<file path="src/dqs_pkg.sv">
package dqs_pkg;

  // Storage geometry
  localparam int unsigned DEPTH  = 16;
  localparam int unsigned CNT_W  = $clog2(DEPTH + 1);

  // Field widths
  localparam int unsigned OP_W   = 3;
  localparam int unsigned DATA_W = 32;
  localparam int unsigned ST_W   = 2;
  localparam int unsigned OCC_W  = 5;

  // Operation codes
  localparam logic [OP_W-1:0] OP_PUSH_FRONT = OP_W'(0);
  localparam logic [OP_W-1:0] OP_PUSH_BACK  = OP_W'(1);
  localparam logic [OP_W-1:0] OP_POP_FRONT  = OP_W'(2);
  localparam logic [OP_W-1:0] OP_POP_BACK   = OP_W'(3);
  localparam logic [OP_W-1:0] OP_SEARCH     = OP_W'(4);

  // Status codes
  localparam logic [ST_W-1:0] ST_OK    = ST_W'(0);
  localparam logic [ST_W-1:0] ST_EMPTY = ST_W'(1);
  localparam logic [ST_W-1:0] ST_FULL  = ST_W'(2);

  // Per-cell control from the top level
  typedef struct packed {
    logic shift_r;  // take left neighbor (push at front)
    logic shift_l;  // take right neighbor (pop at front)
    logic load;     // take push data (push at back lands here)
    logic held;     // cell holds a live entry
  } cell_ctrl_t;

endpackage

</file>
<file path="src/dqs_ifs.sv">
// Request channel: operation and value
interface dqs_req_if;
  import dqs_pkg::*;
  logic                     valid;
  logic                     ready;
  logic [OP_W-1:0]          operation;
  logic signed [DATA_W-1:0] value;
  modport source (output valid, output operation, output value, input ready);
  modport sink   (input valid, input operation, input value, output ready);
endinterface

// Response channel: status, found flag, occupancy
interface dqs_rsp_if;
  import dqs_pkg::*;
  logic             valid;
  logic             ready;
  logic [ST_W-1:0]  status;
  logic             found;
  logic [OCC_W-1:0] occupancy;
  modport source (output valid, output status, output found, output occupancy, input ready);
  modport sink   (input valid, input status, input found, input occupancy, output ready);
endinterface

</file>
<file path="src/dqs_cell.sv">
module dqs_cell (
  input  logic                             clk_i,
  input  logic                             rst_ni,
  input  dqs_pkg::cell_ctrl_t              ctrl_i,
  input  logic signed [dqs_pkg::DATA_W-1:0] left_i,
  input  logic signed [dqs_pkg::DATA_W-1:0] right_i,
  input  logic signed [dqs_pkg::DATA_W-1:0] push_data_i,
  input  logic signed [dqs_pkg::DATA_W-1:0] key_i,
  input  logic                             tok_i,
  input  logic                             hit_i,
  output logic signed [dqs_pkg::DATA_W-1:0] entry_o,
  output logic                             tok_o,
  output logic                             hit_o
);
  import dqs_pkg::*;

  logic signed [DATA_W-1:0] entry_q, entry_d;
  logic                     tok_q, hit_q, hit_d;

  // Entry update: shift toward back, shift toward front, or load
  always_comb begin
    if (ctrl_i.shift_r) begin
      entry_d = left_i;
    end else if (ctrl_i.shift_l) begin
      entry_d = right_i;
    end else if (ctrl_i.load) begin
      entry_d = push_data_i;
    end else begin
      entry_d = entry_q;
    end
  end

  always_ff @(posedge clk_i) begin
    entry_q <= entry_d;
  end

  // Search token passes one cell per cycle, carrying the running hit
  assign hit_d = tok_i & (hit_i | (ctrl_i.held & (entry_q == key_i)));

  always_ff @(posedge clk_i or negedge rst_ni) begin
    if (!rst_ni) begin
      tok_q <= 1'b0;
      hit_q <= 1'b0;
    end else begin
      tok_q <= tok_i;
      hit_q <= hit_d;
    end
  end

  assign entry_o = entry_q;
  assign tok_o   = tok_q;
  assign hit_o   = hit_q;

endmodule

</file>
<file path="src/deque_with_search_unit.sv">
// Channel  Dir  Modport  Payload                          Transaction when
// req_i    in   sink     operation[2:0], value[31:0] s    valid & ready
// rsp_o    out  source   status[1:0], found, occupancy[4:0] valid & ready
//
// Entries live in a row of DEPTH cells; the front entry is always cell 0.
// The response to a push or pop is registered on acceptance.
// A search walks a token along the cell row, one compare per cell per cycle.
// One transaction in flight; a new request is taken while the response
// register empties. Reset clears the count and the control; entries are not.
module deque_with_search_unit (
  input  logic      clk_i,
  input  logic      rst_ni,
  dqs_req_if.sink   req_i,
  dqs_rsp_if.source rsp_o
);
  import dqs_pkg::*;

  logic                     req_fire, rsp_fire;
  logic                     busy_q, start_q;
  logic signed [DATA_W-1:0] key_q;
  logic [CNT_W-1:0]         count_q, count_d;
  logic [ST_W-1:0]          status_d;
  logic                     full, empty, is_search, search_done;

  logic                     rsp_valid_q;
  logic [ST_W-1:0]          status_q;
  logic                     found_q;
  logic [OCC_W-1:0]         occ_q;

  cell_ctrl_t               ctrl [DEPTH];
  logic signed [DATA_W-1:0] entry [DEPTH];
  logic                     tok [DEPTH];
  logic                     hit [DEPTH];

  assign req_i.ready = !busy_q && (!rsp_valid_q || rsp_o.ready);
  assign req_fire    = req_i.valid & req_i.ready;
  assign rsp_fire    = rsp_valid_q & rsp_o.ready;

  assign full        = (count_q == CNT_W'(DEPTH));
  assign empty       = (count_q == '0);
  assign is_search   = (req_i.operation == OP_SEARCH);
  assign search_done = tok[DEPTH-1];

  // Status and next count for one operation
  always_comb begin
    count_d  = count_q;
    status_d = ST_OK;
    unique case (req_i.operation) inside
      OP_PUSH_FRONT, OP_PUSH_BACK: begin
        if (full) begin
          status_d = ST_FULL;
        end else begin
          count_d = count_q + CNT_W'(1);
        end
      end
      OP_POP_FRONT, OP_POP_BACK: begin
        if (empty) begin
          status_d = ST_EMPTY;
        end else begin
          count_d = count_q - CNT_W'(1);
        end
      end
      default: begin
        count_d  = count_q;
        status_d = ST_OK;
      end
    endcase
  end

  // Control: count, busy flag, search launch
  always_ff @(posedge clk_i or negedge rst_ni) begin
    if (!rst_ni) begin
      count_q <= '0;
      busy_q  <= 1'b0;
      start_q <= 1'b0;
    end else begin
      if (req_fire) begin
        count_q <= count_d;
      end
      start_q <= req_fire & is_search;
      if (req_fire && is_search) begin
        busy_q <= 1'b1;
      end else if (search_done) begin
        busy_q <= 1'b0;
      end
    end
  end

  always_ff @(posedge clk_i) begin
    if (req_fire && is_search) begin
      key_q <= req_i.value;
    end
  end

  // Response register
  always_ff @(posedge clk_i or negedge rst_ni) begin
    if (!rst_ni) begin
      rsp_valid_q <= 1'b0;
    end else if ((req_fire && !is_search) || search_done) begin
      rsp_valid_q <= 1'b1;
    end else if (rsp_fire) begin
      rsp_valid_q <= 1'b0;
    end
  end

  always_ff @(posedge clk_i) begin
    if (req_fire && !is_search) begin
      status_q <= status_d;
      found_q  <= 1'b0;
      occ_q    <= OCC_W'(count_d);
    end else if (search_done) begin
      status_q <= ST_OK;
      found_q  <= hit[DEPTH-1];
      occ_q    <= OCC_W'(count_q);
    end
  end

  assign rsp_o.valid     = rsp_valid_q;
  assign rsp_o.status    = status_q;
  assign rsp_o.found     = found_q;
  assign rsp_o.occupancy = occ_q;

  // Cell row
  for (genvar i = 0; i < DEPTH; i++) begin : g_cell
    logic signed [DATA_W-1:0] left_w, right_w;
    logic                     tok_in, hit_in;

    assign ctrl[i].shift_r = req_fire && (req_i.operation == OP_PUSH_FRONT) && !full;
    assign ctrl[i].shift_l = req_fire && (req_i.operation == OP_POP_FRONT) && !empty;
    assign ctrl[i].load    = req_fire && (req_i.operation == OP_PUSH_BACK) && !full &&
                             (count_q == CNT_W'(i));
    assign ctrl[i].held    = (count_q > CNT_W'(i));

    if (i == 0) begin : g_head
      assign left_w = req_i.value;
      assign tok_in = start_q;
      assign hit_in = 1'b0;
    end else begin : g_body
      assign left_w = entry[i-1];
      assign tok_in = tok[i-1];
      assign hit_in = hit[i-1];
    end

    if (i == DEPTH - 1) begin : g_tail
      assign right_w = entry[i];
    end else begin : g_inner
      assign right_w = entry[i+1];
    end

    dqs_cell u_cell (
      .clk_i       (clk_i),
      .rst_ni      (rst_ni),
      .ctrl_i      (ctrl[i]),
      .left_i      (left_w),
      .right_i     (right_w),
      .push_data_i (req_i.value),
      .key_i       (key_q),
      .tok_i       (tok_in),
      .hit_i       (hit_in),
      .entry_o     (entry[i]),
      .tok_o       (tok[i]),
      .hit_o       (hit[i])
    );
  end

endmodule

</file>
<file path="src/flat_wrapper.sv">
// flat-port wrapper written by rule: the top's interface ports become plain ports
module deque_with_search_unit_flat import dqs_pkg::*;
  (clk_i, rst_ni, req_i_valid, req_i_operation, req_i_value, req_i_ready, rsp_o_valid, rsp_o_status, rsp_o_found, rsp_o_occupancy, rsp_o_ready);
  dqs_req_if req_i_i ();
  dqs_rsp_if rsp_o_i ();
  input  logic clk_i;
  input  logic rst_ni;
  input wire logic [$bits(req_i_i.valid)-1:0] req_i_valid;
  input wire logic [$bits(req_i_i.operation)-1:0] req_i_operation;
  input wire logic [$bits(req_i_i.value)-1:0] req_i_value;
  output wire logic [$bits(req_i_i.ready)-1:0] req_i_ready;
  output wire logic [$bits(rsp_o_i.valid)-1:0] rsp_o_valid;
  output wire logic [$bits(rsp_o_i.status)-1:0] rsp_o_status;
  output wire logic [$bits(rsp_o_i.found)-1:0] rsp_o_found;
  output wire logic [$bits(rsp_o_i.occupancy)-1:0] rsp_o_occupancy;
  input wire logic [$bits(rsp_o_i.ready)-1:0] rsp_o_ready;
  assign req_i_i.valid = req_i_valid;
  assign req_i_i.operation = req_i_operation;
  assign req_i_i.value = req_i_value;
  assign req_i_ready = req_i_i.ready;
  assign rsp_o_valid = rsp_o_i.valid;
  assign rsp_o_status = rsp_o_i.status;
  assign rsp_o_found = rsp_o_i.found;
  assign rsp_o_occupancy = rsp_o_i.occupancy;
  assign rsp_o_i.ready = rsp_o_ready;
  deque_with_search_unit u_core (.clk_i(clk_i), .rst_ni(rst_ni), .req_i(req_i_i), .rsp_o(rsp_o_i));
endmodule
</file>
<file path="config.mk">
export PLATFORM = sky130hd
export DESIGN_NAME = deque_with_search_unit_flat
export DESIGN_NICKNAME = d
export VERILOG_FILES = /design/src/dqs_pkg.sv /design/src/dqs_ifs.sv /design/src/dqs_cell.sv /design/src/deque_with_search_unit.sv /design/src/flat_wrapper.sv
export SDC_FILE = /design/constraint.sdc
export NUM_CORES = 2
export LEC_CHECK = 0
export BUFFER_PORTS_ARGS = -buffer_cell sky130_fd_sc_hd__buf_2
export CORE_MARGIN = 1
export CORE_UTILIZATION = 60
export DETAILED_ROUTE_END_ITERATION = 12
export PLACE_DENSITY = 0.83
export SYNTH_ARGS = -nofsm -noshare
export SYNTH_HDL_FRONTEND = slang
export SYNTH_SLANG_ARGS = --single-unit
</file>
<file path="constraint.sdc">
create_clock -name clk_i -period 6.7 [get_ports clk_i]
set_clock_uncertainty 0.15 [all_clocks]
set_input_delay 0 -clock clk_i [delete_from_list [all_inputs] [get_ports clk_i]]
set_output_delay 0 -clock clk_i [all_outputs]
set_load 0.03 [all_outputs]
</file>
### Yosys cells after proc, flatten, opt, wreduce, memory -nomap -nowiden

Index checks and enable logic that the tools add are counted.

| storage, ports and cells | value |
|---|---|
| register bits | 592 |
| output and inout port bits | 10 |

| cells by class | value |
|---|---|
| add/subtract/negate cells | 2 |
| magnitude comparators | 16 |
| equality and inequality tests | 37 |
| multiplexer cells | 62 |
| bitwise logic cells | 50 |
| reductions and logical operators | 56 |

Operators with widths:

| cell | count |
|---|---|
| $mux 32 | 48 |
| $eq 32x32->1 | 16 |
| $reduce_bool 3->1 | 15 |
| $eq 5x4->1 const B | 8 |
| $gt 5x4->1 const B | 8 |
| $and 1x1->1 | 35 |
| $logic_and 1x1->1 | 25 |
| $eq 5x3->1 const B | 4 |
| $gt 5x3->1 const B | 4 |
| $mux 5 | 4 |
| $or 1x1->1 | 15 |
| $eq 5x2->1 const B | 2 |
| $gt 5x1->1 const B | 2 |
| $gt 5x2->1 const B | 2 |
| $pmux 5 s2 | 1 |
| $reduce_bool 2->1 | 4 |
| $eq 3x2->1 const B | 2 |
| $mux 2 | 3 |
| $add 5x1->5 const B | 1 |
| $eq 5x1->1 const B | 1 |
| $eq 5x5->1 const B | 1 |
| $logic_not 1->1 | 5 |
| $logic_not 5->1 | 1 |
| $mux 1 | 5 |
| 9 further kinds | 11 |

### Logic depth before layout (Yosys ltp)

| logic depth | value |
|---|---|
| depth after elaboration | 10 |
| depth in mapped cells | 12 |
| gate-level depth less buffers | 7 |

### By module

A second synthesis with hierarchy kept.

| unflattened totals | value |
|---|---|
| cell total of the unflattened synthesis | 3180 |
| area, all modules | 34652.0 um^2 |

By module, submodules not included:

| module | times used | cells an instance | area each (um^2) | seq. area each (um^2) |
|---|---|---|---|---|
| dqs_cell | 16 | 187 | 2026.9 | 1011.0 |
| deque_with_search_unit | 1 | 188 | 2220.9 | 1391.3 |

### Least setup slack after synthesis

Ideal clock, no wire load.

| timing path | value |
|---|---|
| kind | register to register |
| start | register u_core.count_q[0] |
| end | register u_core.g_cell[10].u_cell.entry_q[0], enable pin |
| arrival | 4123 ps |
| required time | 6084 ps |
| path slack | 1961 ps |
| stages on the path, launching flop included | 10 |
| period minus slack after synthesis | 4739 ps |
| path through | dfrtp_1 -> clkbuf_1 -> inv_1 -> ha_1 -> nand4bb_2 -> nand2_1 -> buf_2 -> nor4_1 -> nand3b_1 -> o21ai_0 |

| on the way | value |
|---|---|
| word-level cells in the longest chain between the ends | 5 |
| elaborated cells on any way between the ends | 10 |

Ends and longest elaborated chain:

| element | RTL line | source |
|---|---|---|
| from (decl) | deque_with_search_unit.sv:21 | `logic [CNT_W-1:0] count_q, count_d;` |
| from (signal assigned) | deque_with_search_unit.sv:78 | `count_q <= count_d;` |
| $eq 5x5->1 | deque_with_search_unit.sv:39 | `assign full = (count_q == CNT_W'(DEPTH));` |
| $logic_not 1->1 | deque_with_search_unit.sv:128, deque_with_search_unit.sv:130 |  |
| $logic_and 1x1->1 (2 in series) | deque_with_search_unit.sv:130 | `assign ctrl[i].load = req_fire && (req_i.operation == OP_PUSH_BACK) && !full &&` |
| $reduce_bool 3->1 (no source line) * | - |  |
| to (signal assigned) | dqs_cell.sv:34 | `entry_q <= entry_d;` |
| to (decl) | dqs_cell.sv:17 | `logic signed [DATA_W-1:0] entry_q, entry_d;` |

Mark *: on every way between the ends. The rest lies on a longest branch, timed or not.
A chain may end at the register's enable or synchronous reset.

### Final worst setup path

| timing path | value |
|---|---|
| start | register u_core.count_q[1] |
| end | register u_core.g_cell[9].u_cell.entry_q[15], enable pin |

| on the way | value |
|---|---|
| word-level cells in the longest chain between the ends | 5 |
| elaborated cells on any way between the ends | 10 |

Ends and longest elaborated chain:

| element | RTL line |
|---|---|
| $eq 5x5->1 | deque_with_search_unit.sv:39 |
| $logic_not 1->1 | deque_with_search_unit.sv:128, deque_with_search_unit.sv:130 |
| $logic_and 1x1->1 (2 in series) | deque_with_search_unit.sv:130 |
| $reduce_bool 3->1 (no source line) * | - |
| to (signal assigned) | dqs_cell.sv:34 |
| to (decl) | dqs_cell.sv:17 |

Marked as above.

==> reports/summary.txt <==
status - complete, but fails checks
failing checks - capacitance limit
Post-Syn Area - 30900 um2
HPWL Detailed - 79000 um
DRC viols - 0
Root Driver - clkbuf_16
met1 WL - 39800 um
sequential cell area fraction in the yosys report - 0.569
fmax - 0.229 GHz
WP data required - 6.84 ns
most frequent cells in the layout - edfxtp_1, a221o_1, xor2_1, nand2_1, xnor2_1
largest net degree at the start of global routing - 199
Clk pin slew, worst setup/hold paths - 0.06 ns
post-cts resize count - 0
WL per Instance - 38.6 um
clk sinks - 592
Iter 0 DRT Violations - 5474
Worst-Margin Slew - 1.47 ns
most common cell after layout, fill and taps aside - edfxtp_1
fillcell total - 3628
number of synthesized register bits - 592
clk buf depth - 3
total CTS buffers - 59
pre-CTS setup slack - 2.43 ns
CP max FO - 17
WL met3 - 18900 um
placed cell areas - 31000 um2
Netlist cell types - 48
top_reg_cell synth - edfxtp_1
Highest Signal Layer - met5
min cycle time layout - 4.36 ns
io pins - 49
CP endpoint kind - flop
Pleak - 11.4 nW
DRT Wirelength - 117000 um
Final Power - 7.57 mW
IO buf count - 48
DR vias/cell - 7.80
initial antenna violation count - 12
global-route wire length before repair - 162000 um
Area Growth Syn to Fin - 8.00%
max-slew violations - 0
Syn Nets - 2414
met2 WL - 48600 um
first drt pass iteration count - 9
core area - 50500 um2
row count - 82
Startpoint Class - flop
htree depth - 2
grt total ovfl - 0
FFs w/ async S/R, synth - 0.0676
Crit Path Category - reg -> reg
Die ar. - 52400 um2
final-report hold violation count - 0
Final Cell Area - 33400 um2
via count - 23600
Worst Path Arrival - 4.51 ns
Hold Crit Class - in -> reg
chip width - 229 um
Post-synth EDFFs - 551
top cell type by total area after synthesis - edfxtp_1
share of the synthesized area in the top cell type - 0.536
Post-Synthesis Cells - 2369
Tcrit/Tclk final - 0.651
TritonCTS clock tree - yes
remaining antenna violation count - 0
yosys warns - 0
unrepaired setup endpoints after global routing - false
power density over cell area - 227 nW/um2
Final TNS setup - 0 ns
final setup vio count - 0
max cap viols - 1
Setup WS post-layout - 2.34 ns
Total GRT Usage - 0.439
relative slew slack - 0.00795
RD Place Congestion - 1.06
die span in y - 229 um
Mean Syn Cell Area - 13.0 um2
layout cells sized above 1 - 0.0797
number of global-route vias before repair - 21300
Initial Util - 0.612
peak supply drop - 0.229 mV
Worst-Skew Late Latency - 0.65 ns
Area contributors post-synth - edfxtp_1, a221o_1, xor2_1, xnor2_1, dfrtp_1
# nets final - 2342
==> final cells by class <==
class	count	area, um2	share of cell area
diodes	9	22.5	0.000675
clock buffers	80	1610	0.0482
clock inverters	29	226	0.00679
inverters	13	48.8	0.00146
multi-input cells	1503	12000	0.361
flip-flops and latches	592	17600	0.527
well taps	672	841	0.0252
repair buffers	128	1010	0.0302
==> sequential cells by signal (all words and copies together) (netlist names) <==
name,count
u_core.g_cell.u_cell.hit_o,16
u_core.key_q,32
u_core.count_q,5
u_core.busy_q,1
u_core.g_cell.tok_in,1
u_core.rsp_o.occupancy,5
u_core.rsp_o.valid,1
u_core.g_cell.u_cell.tok_o,16
u_core.rsp_o.status,2
u_core.g_cell.u_cell.entry_o,512
u_core.rsp_o.found,1
==> report_power, final <==
group          internal [mW]  switching (mW)  total, mW  leakage (nW)
clock                   1.79            1.48       3.27         0.897
sequential              4.04               0       4.04          5.50
combinational          0.130           0.132      0.262          4.96
==> cells in the mapped netlist, drive strengths merged (2+ instances only) <==
cell	count
nor3	21
nand2	217
a21oi	9
o21ai	30
or3	4
o22ai	5
a22o	2
nand3b	3
ha	6
and3	34
xnor2	211
a221o	448
clkbuf	157
edfxtp	551
xor2	302
buf	104
a32o	2
nor4	80
dfrtp	40
o31ai	6
o2111ai	2
a31oi	7
nand3	14
nor2	14
inv	13
nand4	70
==> critical path, cell delays in order (launching register included) <==
cell	delay, ns
dfrtp_1	0.55
inv_1	0.19
ha_1	0.25
nand4bb_2	0.13
nand2_1	0.30
nor4_1	0.56
nand3b_1	0.46
o21ai_4	0.91
buf_4	0.52
==> path summary, 6_finish.rpt <==
kind	start	end	slack (ns)	depth (start not counted)
min in group asynchronous	rst_ni	u_core.rsp_o.valid$_DFFE_PN0P_	0.27	4
worst max register to register	u_core.count_q[1]$_DFFE_PN0P_	u_core.g_cell[9].u_cell.entry_o[15]$_DFFE_PP_	2.34	8
worst min-delay path	req_i_value[0]	u_core.key_q[0]$_DFFE_PP_	0.007	2
max in group asynchronous	rst_ni	u_core.g_cell[13].u_cell.hit_o$_DFF_PN0_	5.89	4
worst min register to register	u_core.g_cell[0].tok_in$_DFF_PN0_	u_core.g_cell[0].u_cell.tok_o$_DFF_PN0_	0.23	0
worst max-delay path	u_core.count_q[1]$_DFFE_PN0P_	u_core.g_cell[9].u_cell.entry_o[15]$_DFFE_PP_	2.34	8
==> per-layer routing <==
metal,GRT usage,vias up
met4,0.295,8
met5,0.00184,-
met3,0.161,477
met2,0.613,2485
li1,-,9178
met1,0.571,11500
==> timing repair <==
item	CTS	global route
endpoints found under the hold margin	151	0
hold buffers	48	0
setup buffers	0	0
==> stage by stage <==
step | hold slack [ns] | util | instances
final | 0.00694 | 0.661 | 3026
after global placement | 0.0513 | 0.614 | 2860
after floorplan | -0.446 | - | 2369
after detailed placement | 0.0539 | 0.614 | 2860
after CTS | 0.00443 | 0.660 | 3017
after global routing | 0.00594 | 0.661 | 3019
==> logic make-up (layout without fill, tap and decap cells) <==
kind of cell	after synthesis	in the layout	share of synthesized area
AND/OR/NAND/NOR	464	464	0.0754
buffers and inverters	274	250	0.0484
adder cells (fa/ha/maj)	6	6	0.00243
XOR/XNOR	513	513	0.145
other	0	9	0
AO/OA/AOI/OAI	519	519	0.159
multiplexers	1	1	0.000324
flip-flops	592	592	0.569
No activity file was read; power rests on OpenSTA's default activity.
